**config.mk**
```make
export PLATFORM = sky130hd
export DESIGN_NAME = base32_stream_decoder_core
export DESIGN_NICKNAME = d
export VERILOG_FILES = /design/src/design/b32d_pkg.sv /design/src/design/b32d_step.sv /design/src/design/base32_stream_decoder_core.sv
export SDC_FILE = /design/constraint.sdc
export NUM_CORES = 1
export LEC_CHECK = 0
export BUFFER_PORTS_ARGS = -buffer_cell sky130_fd_sc_hd__buf_4
export CORE_MARGIN = 5
export CORE_UTILIZATION = 45
export DETAILED_ROUTE_END_ITERATION = 12
export PLACE_DENSITY_LB_ADDON = 0.25
export SLEW_MARGIN = 20
export SYNTH_ARGS = -nofsm -noshare
export SYNTH_HDL_FRONTEND = slang
export SYNTH_HIERARCHICAL = 1
export SYNTH_SLANG_ARGS = --single-unit
```
**constraint.sdc**
```tcl
create_clock -name aclk -period 2.7 [get_ports aclk]
set_input_delay 0.54 -clock aclk [delete_from_list [all_inputs] [get_ports aclk]]
set_output_delay 0.54 -clock aclk [all_outputs]
set_load 0.01 [all_outputs]
```
**src/design/b32d_pkg.sv**
```systemverilog
// ----------------------------------------------------------------------------
// b32d_pkg
// Shared types, constants and character lookups for the Base32 stream decoder.
// ----------------------------------------------------------------------------
package b32d_pkg;

    localparam int MAX_BYTES = 64;

    localparam int CHAR_W  = 8;
    localparam int COUNT_W = 7;
    localparam int ACC_W   = 12;
    localparam int HELD_W  = 4;
    localparam int SYM_W   = 5;
    localparam int BYTE_W  = 8;

    localparam logic [COUNT_W-1:0] LIMIT_RESET = COUNT_W'(64);
    localparam logic [COUNT_W-1:0] LIMIT_MAX   = COUNT_W'(MAX_BYTES);
    localparam logic [HELD_W-1:0]  SYM_BITS    = HELD_W'(5);
    localparam logic [HELD_W-1:0]  BYTE_BITS   = HELD_W'(8);

    localparam logic [CHAR_W-1:0] CH_NUL   = 8'h00;
    localparam logic [CHAR_W-1:0] CH_TAB   = 8'h09;
    localparam logic [CHAR_W-1:0] CH_LF    = 8'h0a;
    localparam logic [CHAR_W-1:0] CH_CR    = 8'h0d;
    localparam logic [CHAR_W-1:0] CH_SPACE = 8'h20;
    localparam logic [CHAR_W-1:0] CH_DASH  = 8'h2d;
    localparam logic [CHAR_W-1:0] CH_EQ    = 8'h3d;
    localparam logic [CHAR_W-1:0] CH_TWO   = 8'h32;
    localparam logic [CHAR_W-1:0] CH_SEVEN = 8'h37;
    localparam logic [CHAR_W-1:0] CH_UA    = 8'h41;
    localparam logic [CHAR_W-1:0] CH_UZ    = 8'h5a;
    localparam logic [CHAR_W-1:0] CH_LA    = 8'h61;
    localparam logic [CHAR_W-1:0] CH_LZ    = 8'h7a;
    localparam logic [CHAR_W-1:0] DIGIT_OFS = 8'h1a;  // '2' maps to 26

    typedef enum logic [1:0] {
        STATUS_OK       = 2'd0,
        STATUS_INVALID  = 2'd1,
        STATUS_OVERFLOW = 2'd2
    } status_t;

    typedef struct packed {
        logic [ACC_W-1:0]   acc;
        logic [HELD_W-1:0]  held;
        logic [COUNT_W-1:0] count;
        status_t            err;
    } dec_state_t;

    typedef struct packed {
        logic               byte_valid;
        logic [BYTE_W-1:0]  byte_value;
        logic               done_res;
        status_t            status;
        logic [COUNT_W-1:0] byte_count;
    } dec_result_t;

    typedef struct packed {
        logic             valid;
        logic [SYM_W-1:0] value;
    } sym_t;

    function automatic sym_t sym_lookup(input logic [CHAR_W-1:0] c);
        sym_t             s;
        logic [CHAR_W-1:0] d;
        s = '0;
        d = '0;
        if (c >= CH_UA && c <= CH_UZ) begin
            d = c - CH_UA;
            s.valid = 1'b1;
        end else if (c >= CH_LA && c <= CH_LZ) begin
            d = c - CH_LA;
            s.valid = 1'b1;
        end else if (c >= CH_TWO && c <= CH_SEVEN) begin
            d = c - CH_TWO + DIGIT_OFS;
            s.valid = 1'b1;
        end
        s.value = d[SYM_W-1:0];
        return s;
    endfunction

    function automatic logic is_skipped(input logic [CHAR_W-1:0] c);
        return (c == CH_SPACE) || (c == CH_TAB) || (c == CH_CR) ||
               (c == CH_LF) || (c == CH_DASH) || (c == CH_EQ);
    endfunction

endpackage

```
**src/design/b32d_step.sv**
```systemverilog
// ----------------------------------------------------------------------------
// b32d_step
// Next-state and result logic for one character of the Base32 decoder.
// ----------------------------------------------------------------------------
module b32d_step
    import b32d_pkg::*;
(
    input  dec_state_t         state_cur,
    input  logic [CHAR_W-1:0]  in_char,
    input  logic               first_of_string,
    input  logic [COUNT_W-1:0] output_limit,
    output dec_state_t         state_next,
    output dec_result_t        result
);

    dec_state_t         base;
    sym_t               sym;
    logic [COUNT_W-1:0] limit;
    logic [ACC_W-1:0]   acc_shift;
    logic [HELD_W-1:0]  held_add;
    logic [HELD_W-1:0]  held_sub;
    logic [ACC_W-1:0]   acc_out;

    assign sym       = sym_lookup(in_char);
    assign limit     = (output_limit < LIMIT_MAX) ? output_limit : LIMIT_MAX;
    assign base      = first_of_string ? dec_state_t'('0) : state_cur;
    assign acc_shift = {base.acc[ACC_W-SYM_W-1:0], sym.value};
    assign held_add  = base.held + SYM_BITS;
    assign held_sub  = held_add - BYTE_BITS;
    assign acc_out   = acc_shift >> held_sub;

    always_comb begin
        state_next        = base;
        result.byte_valid = 1'b0;
        result.byte_value = '0;
        result.done_res   = (in_char == CH_NUL);
        if (in_char != CH_NUL && base.err == STATUS_OK && !is_skipped(in_char)) begin
            if (!sym.valid) begin
                state_next.err = STATUS_INVALID;
            end else begin
                state_next.acc  = acc_shift;
                state_next.held = held_add;
                if (held_add >= BYTE_BITS) begin
                    state_next.held = held_sub;
                    if (base.count >= limit) begin
                        state_next.err = STATUS_OVERFLOW;
                    end else begin
                        result.byte_valid = 1'b1;
                        result.byte_value = acc_out[BYTE_W-1:0];
                        state_next.count  = base.count + COUNT_W'(1);
                    end
                end
            end
        end
        result.status     = state_next.err;
        result.byte_count = state_next.count;
    end

endmodule

```
**src/design/base32_stream_decoder_core.sv**
```systemverilog
// ----------------------------------------------------------------------------
// base32_stream_decoder_core
// Streaming Base32 decoder: one character in, one result out.
// ----------------------------------------------------------------------------
// Usage:
//   Characters arrive on the s_ channel, s_tdata[7:0] the character and
//   s_tuser[0] the first-of-string flag that clears the decoder before the
//   character. Every accepted character yields exactly one result on the m_
//   channel: decoded byte and running byte count in m_tdata, byte-valid and
//   sticky status in m_tuser, and m_tlast marking the terminating zero.
//   Write the output limit via cfg_wr_en/cfg_wr_data only while idle (unchecked).
// Timing:
//   The result of a character is presented the cycle after its transfer;
//   one character per cycle is sustained while m_tready is high. The decoder
//   state and the result register update in the same cycle, set by the
//   per-character lookup, shift and limit compare.
// Reset and stall:
//   aresetn clears the decoder state and the output valid and sets the limit
//   to 64. While a result waits with m_tready low, the result register holds
//   and s_tready drops; it rises again in the cycle the result is taken.
// ----------------------------------------------------------------------------
module base32_stream_decoder_core
    import b32d_pkg::*;
(
    input  logic         aclk,
    input  logic         aresetn,
    input  logic         s_tvalid,
    output logic         s_tready,
    input  logic [7:0]   s_tdata,   // [7:0] in_char
    input  logic [0:0]   s_tuser,   // [0] first_of_string
    output logic         m_tvalid,
    input  logic         m_tready,
    output logic [15:0]  m_tdata,   // [7:0] byte_value, [14:8] byte_count, [15] zero
    output logic [2:0]   m_tuser,   // [0] byte_valid, [2:1] status
    output logic         m_tlast,   // done_res
    input  logic         cfg_wr_en,
    input  logic [6:0]   cfg_wr_data
);

    dec_state_t         state_reg;
    dec_state_t         state_next;
    dec_result_t        res_next;
    dec_result_t        res_reg;
    logic               m_valid_reg;
    logic [COUNT_W-1:0] limit_reg;
    logic               s_xfer;

    assign s_tready = !m_valid_reg || m_tready;
    assign s_xfer   = s_tvalid && s_tready;

    b32d_step u_step (
        .state_cur       (state_reg),
        .in_char         (s_tdata),
        .first_of_string (s_tuser[0]),
        .output_limit    (limit_reg),
        .state_next      (state_next),
        .result          (res_next)
    );

    always_ff @(posedge aclk) begin
        if (!aresetn) begin
            state_reg   <= '0;
            m_valid_reg <= 1'b0;
            limit_reg   <= LIMIT_RESET;
        end else begin
            if (cfg_wr_en) begin
                limit_reg <= cfg_wr_data;
            end
            if (s_xfer) begin
                state_reg   <= state_next;
                m_valid_reg <= 1'b1;
            end else if (m_tready) begin
                m_valid_reg <= 1'b0;
            end
        end
    end

    always_ff @(posedge aclk) begin
        if (s_xfer) begin
            res_reg <= res_next;
        end
    end

    assign m_tvalid = m_valid_reg;
    assign m_tdata  = {1'b0, res_reg.byte_count, res_reg.byte_value};
    assign m_tuser  = {res_reg.status, res_reg.byte_valid};
    assign m_tlast  = res_reg.done_res;

endmodule

```
==> out/summary.txt <==
WL per Instance - 13.5 um
Post-layout nets - 454
Reg area - 1130 sq um
Hold Slack - 450 ps
Power per Cell Area - 408 nW/um^2
Fraction of the cycle the final worst path needs - 0.925
CTS clk-pin slew, worst paths - 100 ps
Min-delay src - cfg_wr_data[6]
Core area - 7140 sq um
Post-route ant nets - 0
RR Endpoint - state_reg[8]
Vias after detailed routing - 2642
Antenna Cells - 0
Cts hold-fix bufs - 0
Initial antenna violation count - 0
Cells after Synth - 365
Fin crit period - 2500 ps
Fin. Hold Viols - 0
Post-route DRC - 0
Die width - 95.0 um
Unrepaired setup endpoints after global routing - false
Max reg flops - 20
Outcome - finished clean
YS warnings - 6
Syn_nets - 401
CTS max path bufs - 2
Worst Path Required - 2880 ps
Fmax - 401 MHz
Crit-path max FO - 5
Area grow syn2layout - 18.6%
Final HPWL from detailed placement - 5110 um
Critical path arrival - 2680 ps
Leak Pwr - 0.00159 uW
Setup WS post-layout - 203 ps
HP Class - input port to flop
Hold EP - limit_reg[6]
GRT Total Usage - 0.165
Slew Limit Fails - 0
RePlAce Congestion - 0.857
Row cnt - 31
Die area - 9020 sq um
Share of layout cells above drive strength 1 - 0.248
# port buffers - 41
Max Cap Viol - 0
First-pass GRT wire length - 11900 um
Vias in the first global route - 2562
Post-synthesis instance area - 3250 sq um
Hold path depth - 3
DRT iter0 DRCs - 121
Placement Setup Slack - -180 ps
Post-Route WL - 7010 um
Startpoint types - input port
FILL cells - 661
Overflow left after global routing - 0
Worst R2R Path Depth - 12
Crit Path Category - input port to flop
Mean Syn Cell Area - 8.90 sq um
Total iterations of the first detailed-routing run - 4
Max VDD drop - 0.190 mV
R2R Path Start - limit_reg[6]
Endpoints failing setup - 0
Worst-margin pin slew - 597 ps
TritonCTS clock tree - built
Rel. slew slack - 0.602
Initial core utilization - 0.455
Vias/cell - 5.10
Area occupied by multi-input gates - 1850 sq um
CP endpoint kind - flop
Clk sinks - 47
Die Ht - 95.0 um
Num CTS Buffers - 5
FF-to-FF setup slack - 300 ps
# IOs - 43
H-tree levels - 2
Clk_lat worst skew - 310 ps
Clock Skew - 15.6 ps
Largest net degree at the start of global routing - 49
Root Buffer - clkbuf_8
[cells in the final DEF, fill, tap and decap left out, types with 2 or more instances in the layout]
| master | instances |
|---|---|
| a211oi_1 | 3 |
| inv_1 | 9 |
| ha_1 | 15 |
| nor3b_1 | 2 |
| mux2i_1 | 32 |
| edfxtp_1 | 19 |
| nand2b_4 | 2 |
| dfxtp_1 | 28 |
| a211o_1 | 4 |
| and3_1 | 3 |
| nor3_1 | 6 |
| nand3_1 | 7 |
| o21ai_0 | 12 |
| and2_4 | 2 |
| clkbuf_8 | 6 |
| nor4_1 | 3 |
| o31ai_1 | 3 |
| mux2_2 | 2 |
| a21oi_1 | 16 |
| nand3b_1 | 4 |
| nand2_1 | 60 |
| o22ai_1 | 2 |
| buf_4 | 78 |
| a21o_1 | 2 |
| nand2b_1 | 4 |
| o311ai_0 | 2 |
| xnor2_1 | 6 |
| a22o_1 | 2 |
| o21ai_1 | 2 |
| nor2_1 | 25 |
| xor2_1 | 6 |
| and2_1 | 3 |
| nor2b_1 | 18 |
[layer usage]
layer  GRT usage  up-vias  part of all wire
met5           0        -                 0
met4      0.0505        0             0.014
met3      0.0343       10             0.039
met2       0.258       49              0.45
met1       0.228     1219              0.49
li1            -     1364                 -
[critical path, cell delays in order]
cell and delay [ps]:
buf_4 110, inv_1 90, buf_4 130, ha_1 200, nand2b_4 70, or4b_1 460
nand2_1 70, a21oi_1 130, a2111oi_0 510, a211o_1 170, o221a_2 180
[layout make-up]
type	instances	share of cell area
clock buffers	7	0.0279
flip-flops and latches	47	0.294
clock inverters	1	0.00227
multi-input cells	275	0.481
well taps	99	0.0322
inverters	11	0.0107
repair buffers	78	0.152
[report_power, final]
group          internal (uW)  leakage, uW  total (uW)  switching, uW
registers                763     0.000418         776           13.2
logic                    124      0.00111         266            142
clock network            268    0.0000600         529            261
total                   1160      0.00159        1570            417
[worst max path at each step]
stage,depth (start not counted),slack [ps],end,from
after floorplan,13,50,state_reg[5],s_tuser
after global placement,11,-110,m_tdata[2],s_tdata[0]
after detailed placement,12,-180,state_reg[8],s_tdata[0]
after CTS,12,140,state_reg[8],s_tdata[0]
after global routing,12,30,state_reg[8],limit_reg[6]
final,11,200,m_tdata[2],s_tdata[0]
[metrics by stage]
stage                     instances  cell area, sq um  TNS (ps)  total power (uW)   util
final                           518              3850         0              1570  0.540
after global placement          510              3710      -704              1050  0.520
after detailed placement        510              3710     -1470              1060  0.520
after floorplan                 365              3250         0               968      -
after global routing            518              3850         0              1640  0.540
after CTS                       518              3830         0              1580  0.537
[repair_timing]
item | in CTS | in global routing
setup buffers | 0 | 0
resized for setup | 0 | 4
setup endpoints to repair | 0 | 7
No activity file was read; power rests on OpenSTA's default activity.
